<file path="src/sv/kssfl_pkg.sv">
// kssfl_pkg: shared constants, codes and types for the k-stacks free-list block
// no dependencies

package kssfl_pkg;

  // store geometry
  localparam int NUM_SLOTS  = 16;
  localparam int NUM_STACKS = 4;

  // slot index width, and link width with room for the null code
  localparam int SLOT_IW  = (NUM_SLOTS > 1) ? $clog2(NUM_SLOTS) : 1;
  localparam int LINK_W   = $clog2(NUM_SLOTS + 1);
  localparam int STACK_IW = (NUM_STACKS > 1) ? $clog2(NUM_STACKS) : 1;

  // null link is encoded as NUM_SLOTS
  localparam logic [LINK_W-1:0] NULL_LINK = LINK_W'(NUM_SLOTS);

  // value returned on underflow
  localparam logic signed [31:0] UNDERFLOW_VALUE = 32'sh7FFF_FFFF;

  typedef enum logic [1:0] {
    MODE_PUSH = 2'd0,
    MODE_POP  = 2'd1,
    MODE_PEEK = 2'd2
  } mode_e;

  typedef enum logic [1:0] {
    ST_OK        = 2'd0,
    ST_OVERFLOW  = 2'd1,
    ST_UNDERFLOW = 2'd2
  } status_e;

  typedef logic [LINK_W-1:0] link_t;

  // a link names a real slot only below NUM_SLOTS
  function automatic logic is_slot(link_t l);
    return (32'(l) < NUM_SLOTS);
  endfunction

endpackage

</file>
<file path="src/sv/k_stacks_shared_free_list.sv">
// k_stacks_shared_free_list: several LIFO stacks threaded through one slot store
// depends on kssfl_pkg
//
//  channel | signals                                   | direction
//  in      | in_valid_i/in_ready_o, mode, stack_id,    | item in
//          | push_value                                |
//  out     | out_valid_o/out_ready_i, result_value,    | item out
//          | status, store_full, stack_empty           |
//
// one item per cycle while results are taken; each item's result shows in the cycle after it is accepted
// the whole step (free-list head, stack top and one link read) settles combinationally
// from the input ports into the result register and the state registers
// reset puts every slot on the free list in order and empties all stacks
// a held result stalls input only when out_ready_i is low

module k_stacks_shared_free_list
  import kssfl_pkg::*;
(
  input  logic               clk_i,
  input  logic               rst_ni,
  input  logic               in_valid_i,
  output logic               in_ready_o,
  input  logic [1:0]         mode_i,
  input  logic [1:0]         stack_id_i,
  input  logic signed [31:0] push_value_i,
  output logic               out_valid_o,
  input  logic               out_ready_i,
  output logic signed [31:0] result_value_o,
  output logic [1:0]         status_o,
  output logic               store_full_o,
  output logic               stack_empty_o
);

  // store state
  logic signed [31:0] slot_values_q [NUM_SLOTS];
  link_t              slot_links_q  [NUM_SLOTS];
  link_t              stack_tops_q  [NUM_STACKS];
  link_t              free_head_q, free_head_d;

  // result register
  logic               out_valid_q;
  logic signed [31:0] result_value_q, result_value_d;
  status_e            status_q, status_d;
  logic               store_full_q, store_full_d;
  logic               stack_empty_q, stack_empty_d;

  // step signals
  logic                in_acc;
  logic                sid_ok;
  logic [STACK_IW-1:0] sid_idx;
  link_t               top;
  link_t               rd_addr;
  link_t               link_rd;
  logic signed [31:0]  val_rd;
  logic                link_we;
  link_t               link_waddr;
  link_t               link_wdata;
  logic                val_we;
  logic                top_we;
  link_t               top_wdata;
  link_t               new_top;

  assign in_ready_o = !out_valid_q || out_ready_i;
  assign in_acc     = in_valid_i && in_ready_o;

  // addressed stack and its top
  assign sid_ok  = (32'(stack_id_i) < NUM_STACKS);
  assign sid_idx = STACK_IW'(stack_id_i);
  assign top     = sid_ok ? stack_tops_q[sid_idx] : NULL_LINK;

  // single link read: free head for push, stack top otherwise
  assign rd_addr = (mode_i == MODE_PUSH) ? free_head_q : top;
  assign link_rd = is_slot(rd_addr) ? slot_links_q[rd_addr[SLOT_IW-1:0]] : NULL_LINK;
  assign val_rd  = slot_values_q[top[SLOT_IW-1:0]];

  // one operation: next state and result
  always_comb begin
    free_head_d    = free_head_q;
    link_we        = 1'b0;
    link_waddr     = free_head_q;
    link_wdata     = top;
    val_we         = 1'b0;
    top_we         = 1'b0;
    top_wdata      = top;
    result_value_d = '0;
    status_d       = ST_OK;
    if (sid_ok) begin
      case (mode_i)
        MODE_PUSH: begin
          if (!is_slot(free_head_q)) begin
            status_d = ST_OVERFLOW;
          end else begin
            free_head_d = link_rd;
            link_we     = 1'b1;
            link_waddr  = free_head_q;
            link_wdata  = top;
            val_we      = 1'b1;
            top_we      = 1'b1;
            top_wdata   = free_head_q;
          end
        end
        MODE_POP: begin
          if (!is_slot(top)) begin
            status_d       = ST_UNDERFLOW;
            result_value_d = UNDERFLOW_VALUE;
          end else begin
            top_we         = 1'b1;
            top_wdata      = link_rd;
            link_we        = 1'b1;
            link_waddr     = top;
            link_wdata     = free_head_q;
            free_head_d    = top;
            result_value_d = val_rd;
          end
        end
        MODE_PEEK: begin
          if (!is_slot(top)) begin
            status_d       = ST_UNDERFLOW;
            result_value_d = UNDERFLOW_VALUE;
          end else begin
            result_value_d = val_rd;
          end
        end
        default: begin
          // unused code leaves everything alone
        end
      endcase
    end
    new_top       = top_we ? top_wdata : top;
    stack_empty_d = !sid_ok || !is_slot(new_top);
    store_full_d  = !is_slot(free_head_d);
  end

  // control and link state
  always_ff @(posedge clk_i or negedge rst_ni) begin
    if (!rst_ni) begin
      out_valid_q <= 1'b0;
      free_head_q <= '0;
      for (int i = 0; i < NUM_SLOTS; i++) begin
        slot_links_q[i] <= LINK_W'(i + 1);
      end
      for (int j = 0; j < NUM_STACKS; j++) begin
        stack_tops_q[j] <= NULL_LINK;
      end
    end else begin
      if (in_acc) begin
        out_valid_q <= 1'b1;
        free_head_q <= free_head_d;
        if (link_we) begin
          slot_links_q[link_waddr[SLOT_IW-1:0]] <= link_wdata;
        end
        if (top_we) begin
          stack_tops_q[sid_idx] <= top_wdata;
        end
      end else if (out_ready_i) begin
        out_valid_q <= 1'b0;
      end
    end
  end

  // slot values and result payload, no reset
  always_ff @(posedge clk_i) begin
    if (in_acc) begin
      if (val_we) begin
        slot_values_q[free_head_q[SLOT_IW-1:0]] <= push_value_i;
      end
      result_value_q <= result_value_d;
      status_q       <= status_d;
      store_full_q   <= store_full_d;
      stack_empty_q  <= stack_empty_d;
    end
  end

  assign out_valid_o    = out_valid_q;
  assign result_value_o = result_value_q;
  assign status_o       = status_q;
  assign store_full_o   = store_full_q;
  assign stack_empty_o  = stack_empty_q;

endmodule

</file>
<file path="config.mk">
export PLATFORM = sky130hd
export DESIGN_NAME = k_stacks_shared_free_list
export DESIGN_NICKNAME = d
export VERILOG_FILES = /design/src/sv/kssfl_pkg.sv /design/src/sv/k_stacks_shared_free_list.sv
export SDC_FILE = /design/constraint.sdc
export NUM_CORES = 1
export LEC_CHECK = 0
export ABC_AREA = 1
export BUFFER_PORTS_ARGS = -buffer_cell sky130_fd_sc_hd__buf_2
export CAP_MARGIN = 25
export CORE_ASPECT_RATIO = 1.1
export CORE_MARGIN = 4
export CORE_UTILIZATION = 40
export CTS_CLUSTER_SIZE = 14
export DETAILED_ROUTE_END_ITERATION = 7
export PLACE_DENSITY = 0.6
export SLEW_MARGIN = 20
export SYNTH_ARGS = -nofsm -noshare
export SYNTH_HDL_FRONTEND = slang
export SYNTH_SLANG_ARGS = --single-unit
</file>
<file path="constraint.sdc">
create_clock -name clk_i -period 4.39 [get_ports clk_i]
set_input_delay 0.439 -clock clk_i [delete_from_list [all_inputs] [get_ports clk_i]]
set_output_delay 0.439 -clock clk_i [all_outputs]
set_load 0.005 [all_outputs]
</file>
# Word-level counts from Yosys, hierarchy flattened

Memory sizes are Yosys's and may differ from the RTL's.
Index checks and enable logic that the tools add are counted.

RAM bits: 512
Output and inout port bits: 38
Register bits after elaboration: 142
Memories: 1

Memory list:

| memory        | depth | bits a word | rd ports | clocked after memory_dff | wr ports | line                            | source |
|---|---|---|---|---|---|---|---|
| slot_values_q | 16    | 32          | 1        | 0                        | 1        | k_stacks_shared_free_list.sv:35 | `logic signed [31:0] slot_values_q [NUM_SLOTS];` |

Equality and inequality tests: 2
Order comparisons: 10
Muxes and demuxes: 37
Bitwise logic cells: 3
Reductions and logical operators: 12

Operator list:

| kind                                                        | number |
|---|---|
| bitwise mux 80 bit                                          | 1 |
| two-way mux 5 bit                                           | 15 |
| two-way mux 31 bit                                          | 1 |
| less-than comparator 5 bit (second input constant)          | 5 |
| binary-select mux 5 bit (select 4 bit)                      | 1 |
| bitwise mux 20 bit                                          | 1 |
| demux 5 bit (select 4 bit)                                  | 1 |
| case mux 5 bit (2 select lines)                             | 2 |
| binary-select mux 5 bit (select 2 bit)                      | 1 |
| demux 5 bit (select 2 bit)                                  | 1 |
| greater-or-equal comparator 5 bit (second input constant)   | 2 |
| NOT 4 -> 5 bit                                              | 2 |
| two-way mux 1 bit                                           | 9 |
| less-than comparator 5 x 1 -> 1 bit (second input constant) | 1 |
| two-way mux 4 bit                                           | 1 |
| case mux 2 bit (2 select lines)                             | 1 |
| AND reduction 2 bit                                         | 2 |
| greater-or-equal comparator 3 bit (second input constant)   | 1 |
| logical AND 1 bit                                           | 3 |
| logical NOT 1 bit                                           | 3 |
| less-than comparator 3 x 1 -> 1 bit (second input constant) | 1 |
| NOT 2 -> 3 bit                                              | 1 |
| == test 2 x 1 -> 1 bit (second input constant)              | 1 |
| == test 2 bit (second input constant)                       | 1 |
| 6 further kinds                                             | 6 |

# Longest topological paths before layout

Gate-level depths: netlist (run 1).

Depth after elaboration: 15
Depth in mapped cells: 18
Depth with buffers taken out: 17

# Least setup slack after synthesis (run 1)

No wires, ideal clock.

Path type: input-to-reg
Start: input mode_i[1]
End: memory slot_values_q[0][0], enable pin
Stages: 8
Required time: 3929 ps
Arrival time: 3721 ps
Path slack: 208 ps
Cell sequence: inv_1 ha_1 inv_1 nor2_1 inv_1 nor2_1 inv_1 nor3_1

Cells in the longest elaborated chain, start to end: 5

Ends and longest elaborated chain:

| item                                    | line                             | source |
|---|---|---|
| from (decl)                             | k_stacks_shared_free_list.sv:23  | `input logic [1:0] mode_i,` |
| logical NOT 2 bit                       | k_stacks_shared_free_list.sv:88  | `case (mode_i)` |
| two-way mux 1 bit                       | k_stacks_shared_free_list.sv:88  |  |
| two-way mux 1 bit                       | k_stacks_shared_free_list.sv:164 | `if (val_we) begin` |
| two-way mux 1 bit                       | k_stacks_shared_free_list.sv:163 | `if (in_acc) begin` |
| two-way mux 1 bit (implied by the code) | k_stacks_shared_free_list.sv:165 | `slot_values_q[free_head_q[SLOT_IW-1:0]] <= push_value_i;` |
| to (decl)                               | k_stacks_shared_free_list.sv:35  |  |

Every way passes these cells.

# Final worst setup path (run 1)

Start: input mode_i[1]
End: memory slot_values_q[7][28], enable pin

The elaborated chain is that of the path after synthesis.

==> impl_metrics.csv, run 1 <==
group,metric,value,unit
outcome,status,"complete, no violations",
synthesis,synth_cell_types,36,
clock_tree,htree_num_levels,3,
layout,final_cell_mix,"548 x edfxtp_1, 235 x o21ai_0, 230 x nand2_1",
worst_setup_path,critical_path_required,4670,ps
routing,drt_iter0_markers,1723,
min_path,whs_path_depth,4,
worst_setup_path,slowest_delay,530,ps
worst_setup_path,cpMostUsedCell,"inv_1",
synthesis,avgSynthCellArea,13.1,um^2
floorplanning,fp.dieW,254,um
worst_setup_path,critPathLaunch,"mode_i[1]",
timing,fin_skew,17.8,ps
power,cellLeakagePower,0.0102,uW
floorplanning,io_pins,78,
synthesis,seq_area_frac_synth,72.0,%
routing,wl_per_cell,22.0,um
placed_design,dp_slack,705,ps
timing,tns,0,ps
synthesis,syn-num-nets,2073,
routing,vias,17000,
synthesis,yosysWarningCount,0,
grt,grt_first_pass_wirelength,101000,um
grt,grt_overflow,0,
worst_setup_path,path_max_fanout,23,
worst_setup_path,crit_arrival,3420,ps
power,power_density,541,nW/um^2
run,maxCapViolCount,0,
grt,antenna_found_initial,3,
floorplanning,core_area,65500,um^2
timing,fin_crit,3140,ps
worst_setup_path,path_cells,"buf_2 -> inv_1 -> ha_1 -> inv_1 -> nor2_1 -> inv_1 -> nor2_1 -> nand3_1 -> nor2_4 -> buf_12",
min_path,hp-class,"in -> reg",
routing,drt-total-wl,66100,um
clock_tree,cts.sinks,654,
layout,syn_to_final_growth,13.5,%
placed_design,numPortBuffers,77,
worst_setup_path,critical_path_class,"in -> reg",
worst_setup_path,end_kind,"flop",
power,ir_drop,280,uV
layout,layout.nets,2148,
synthesis,synthCells,2030,
timing,finalHoldViolCount,0,
routing,dr.pass1.iters,5,
placed_design,place_congestion,0.877,
clock_tree,clkTransAtPathRegs,60,ps
grt,gr-usage-all-layers,18.4,%
routing,route.detailed.drc,0,
synthesis,netlist.area_leader.share,61.9,%
clock_tree,clk_path_buf_depth,3,
layout,drive_gt1_share,16.6,%
timing,setup_viol,0,
layout,post-route-util,46.1,%
worst_setup_path,crit_slowest_cell,"ha_1",
routing,viasPerCell,5.65,
timing,worst_pin_slew,1050,ps
worst_setup_path,rr_worst_depth,13,
floorplanning,initial_core_util,40.6,%
synthesis,synth_seq_cells,654,
synthesis,synth.largest_area_cell,"edfxtp_1",
timing,setup_ws,1250,ps
routing,detail-route-antenna-nets,0,
placed_design,dp_hpwl,37600,um
worst_setup_path,rrSetupSlack,1430,ps
clock_tree,clockRootBuffer,"clkbuf_16",
timing,fin_crit_sh,71.6,%
clock_tree,cts_tree,"yes",
timing,rsz0062_at_grt,"false",
clock_tree,cts_resized,0,
grt,grt_max_degree,149,
floorplanning,die-area,70700,um^2
grt,grt_pass1_vias,16700,
layout,final_common_cell,"edfxtp_1",
timing,drv_slew,0,
timing,max_freq,318,MHz
worst_setup_path,r2r-start,"stack_tops_q[12]",
worst_setup_path,crit_end,"slot_values_q[7][28]",
worst_setup_path,startpoint_type,"input pin",
clock_tree,insertion_delay,600,ps
timing,slew_headroom,30.3,%
clock_tree,cts_buffers,70,
floorplanning,core.rowCount,98,
synthesis,syn_area,26600,um^2
worst_setup_path,r2r_end,"stack_tops_q[16]",
synthesis,synthTopCellsByArea,"edfxtp_1 62%, dfrtp_1 6.5%, o21ai_0 4.4%, o221ai_1 4.2%, dfstp_2 3.7%",
floorplanning,die_h,278,um
==> layout make-up <==
type	count	area (um^2)
inverter	50	195
multi-input combinational	1204	6860
timing repair buffer	125	826
tap	850	1060
clock buffer	87	1830
antenna	2	5.00
fill	5777	35300
sequential	654	19200
clock inverter	36	250
==> layer usage <==
layer	track usage (%)	vias to the layer above	part of all wire, %
li1	-	7772	-
met1	25.0	8442	42
met2	29.8	623	48
met3	3.18	155	6.5
met4	6.98	2	3.4
met5	0	-	0.017
==> repair_timing <==
item                      in CTS  in global routing
hold endpoints to repair       0                 18
hold buffers                   0                  1
setup buffers                  0                  0
==> worst min path at each step <==
| stage | startpoint | to | slack [ps] |
|---|---|---|---|
| detailed placement | slot_links_q[15] | slot_links_q[15] | 470 |
| finish | out_ready_i | out_valid_o | 120 |
| global placement | stack_tops_q[4] | stack_tops_q[4] | 460 |
| floorplan | rst_ni | free_head_q[0] | 140 |
| CTS | rst_ni | slot_links_q[64] | 1 |
| global route | out_ready_i | out_valid_o | 140 |
==> report_power, final <==
| part | total (uW) | switching [uW] | internal [uW] | leakage [uW] |
|---|---|---|---|---|
| combinational | 3380 | 2330 | 1060 | 0.00291 |
| sequential | 7520 | 258 | 7270 | 0.00624 |
| clock | 5420 | 2350 | 3080 | 0.00101 |
==> state kept, by name, summed over array words and instances (netlist names) <==
| signal | flops |
|---|---|
| slot_values_q | 512 |
| slot_links_q | 80 |
| result_value_o | 32 |
| stack_tops_q | 20 |
| free_head_q | 5 |
| status_o | 2 |
| out_valid_o | 1 |
| stack_empty_o | 1 |
| store_full_o | 1 |
==> stage by stage <==
step | cell area [um^2] | std cells | hold slack, ps | power [uW]
final | 30200 | 3008 | 124 | 16300
after detailed placement | 28100 | 2881 | 466 | 11000
after floorplan | 26600 | 2030 | 143 | 9870
after global placement | 28100 | 2880 | 461 | 11000
after CTS | 30100 | 3004 | 1.14 | 16500
after global routing | 30200 | 3006 | 142 | 17100
==> cell families (layout without fill, tap and decap cells) <==
kind of cell	count (synthesis)	in the layout	share of synthesized area, %
and+or+nand+nor	659	659	11.0
DFF	654	654	72.0
AOI/OAI and AO/OA	449	449	10.7
buffers and inverters	172	298	2.66
muxes	93	93	3.50
adders and majority gates	3	3	0.141
other	0	2	0
==> critical path: cells and delay by family <==
kind / cells / cell delay [ps]
buffers and inverters: 5 / 900
AND/OR/NAND/NOR: 4 / 1530
adder cells (fa/ha/maj): 1 / 530
==> cell usage after synthesis <==
library cell  count
nand2_2          16
clkinv_1          3
buf_4             4
a22oi_1           1
nor2_2            9
or2_2            33
nor2_1          175
inv_1            36
a211oi_1          1
a21oi_1          13
buf_2            37
ha_1              3
o211ai_1          5
a31oi_1          36
inv_2            11
o221ai_1        128
dfstp_2          37
o21ai_1          18
nand3_2           4
o22a_1            2
o21ai_0         235
nor2_4            4
edfxtp_1        548
nor3_1            6
mux2i_1          93
a21oi_4           1
nand2_1         231
o22ai_1           3
nand2_4           1
buf_1            10
clkbuf_1         71
nor3_4            1
dfrtp_1          69
a21oi_2           1
nand3_1         179
o21ai_2           5
Power figures use the tool's default switching activity.
==> run 2: changes to the inputs <==
PLACE_DENSITY = 0.62   (was 0.6)
clock period = 2.6 ns   (was 4.39 ns; I/O delays follow)
==> impl_metrics.csv, run 2 (same netlist as run 1, synthesis figures left out) <==
group,metric,value,unit
outcome,status,"complete, no violations",
clock_tree,postCtsSetupBuffers,0,
timing,worst_pin_slew,803,ps
grt,grt_overflow,0,
timing,setup_ws,218,ps
layout,fin_area,31500,um^2
timing,finalHoldViolCount,0,
grt,grt_first_pass_wirelength,103000,um
power,p_int,19900,uW
power,ir_drop,615,uV
timing,fin_crit,2380,ps
power,power.switching,8450,uW
floorplanning,initial_core_util,40.6,%
placed_design,place_congestion,0.906,
grt,grt_pass1_vias,17400,
clock_tree,cts_buffers,69,
layout,multi_input_area,6880,um^2
worst_setup_path,startpoint_type,"flop",
floorplanning,core.rowCount,98,
placed_design,placed_area,29300,um^2
placed_design,dp.cells,2959,
power,p_clk_share,33.0,%
placed_design,numPortBuffers,77,
timing,setup_viol,0,
routing,drt_iter0_markers,1759,
clock_tree,clkTransAtPathRegs,60,ps
worst_setup_path,path_max_fanout,39,
floorplanning,die_h,278,um
routing,dr.pass1.iters,5,
layout,largest_reg_flops,512,
routing,route.detailed.drc,0,
power,netSwitchingFraction,29.8,%
grt,antenna_found_initial,6,
layout,final_common_cell,"edfxtp_1",
min_path,hp-class,"in -> reg",
timing,fin_skew,22.9,ps
grt,grt_max_degree,67,
clock_tree,insertion_delay,610,ps
power,comb_power_share,22.3,%
worst_setup_path,critical_path_class,"reg -> reg",
timing,max_freq,420,MHz
placed_design,dp_hpwl,41300,um
layout,layout.nets,2226,
power,cellLeakagePower,0.0108,uW
timing,drv_slew,0,
floorplanning,core_area,65500,um^2
routing,detail-route-antenna-nets,0,
clock_tree,cts.sinks,654,
layout,post-route-util,48.0,%
run,maxCapViolCount,0,
routing,viasPerCell,5.66,
timing,slew_headroom,46.5,%
clock_tree,clockRootBuffer,"clkbuf_16",
clock_tree,cts_tree,"yes",
worst_setup_path,critical_path_required,3070,ps
layout,syn_to_final_growth,18.3,%
floorplanning,die-area,70700,um^2
worst_setup_path,end_kind,"flop",
grt,gr-usage-all-layers,18.8,%
routing,wl_per_cell,21.9,um
power,power_density,903,nW/um^2
timing,rsz0062_at_grt,"false",
worst_setup_path,crit_arrival,2850,ps
timing,fin_crit_sh,91.6,%
layout,drive_gt1_share,19.4,%
layout,final_cell_mix,"548 x edfxtp_1, 235 x o21ai_0, 230 x nand2_1",
layout,fill_cells,5704,
layout,final_cells,3088,
placed_design,dp_slack,-37.5,ps
floorplanning,fp.dieW,254,um
clock_tree,clk_path_buf_depth,3,
power,seq_power_share,44.7,%
routing,drt-total-wl,67500,um
floorplanning,io_pins,78,
routing,vias,17500,
power,total_power,28400,uW
clock_tree,htree_num_levels,3,
layout,seqCellArea,19200,um^2
-- run 2: routing by layer --
layer	vias to the layer above	share of wire [%]	track usage (%)
li1	7940	-	-
met2	655	49	31.1
met1	8722	42	25.1
met3	151	6.5	3.22
met4	6	3.2	7.20
met5	-	0.052	0
-- run 2: critical path, cell delays in order, from the launching register on --
cell and delay (ps):
dfrtp_1 370, nand2_1 60, nand2_1 50, nand2_1 130
nand2_8 170, buf_4 470, o21ai_0 150, o221ai_1 220
nand3_1 100, a211oi_1 350, buf_4 170
-- run 2: area by class of cell --
| type | instances | share of cell area (%) |
|---|---|---|
| Sequential cell | 654 | 60.9 |
| Multi-Input combinational cell | 1204 | 21.9 |
| Timing Repair Buffer | 204 | 6.39 |
| Clock buffer | 88 | 5.71 |
| Tap cell | 850 | 3.38 |
| Clock inverter | 35 | 1.11 |
| Inverter | 50 | 0.620 |
| Antenna cell | 3 | 0.0239 |
-- run 2: final timing paths --
path / start / to / slack, ps / depth (start not counted)
setup / recovery: stack_tops_q[5] / result_value_o[31] / 220 / 10
hold / removal: push_value_i[8] / slot_values_q[9][8] / 30 / 1
setup reg to reg: stack_tops_q[5] / result_value_o[31] / 220 / 10
hold reg to reg: slot_links_q[15] / slot_links_q[15] / 480 / 2
max in group asynchronous: rst_ni / slot_links_q[33] / 1510 / 3
min in group asynchronous: rst_ni / slot_links_q[29] / 300 / 2
-- run 2: timing repair --
action,in CTS,in global routing
resized for setup,0,0
endpoints found under the hold margin,43,0
hold buffers,3,0
endpoints found under the setup margin,0,0
-- run 2: power groups by stage --
stage	combinational (uW)	clock [uW]	sequential, uW
after global placement	6150	0	12900
after CTS	6330	9580	12700
after global routing	6930	10000	12800
after floorplan	3960	0	12700
after detailed placement	6300	0	12900
final	6330	9370	12700
-- run 2: stage by stage --
step / setup TNS, ps / hold WS, ps
floorplan: -57910 / -35.6
global placement: -1.96 / 389
detailed placement: -44.7 / 400
CTS: 0 / 2.89
global route: 0 / 29.8
finish: 0 / 30.1
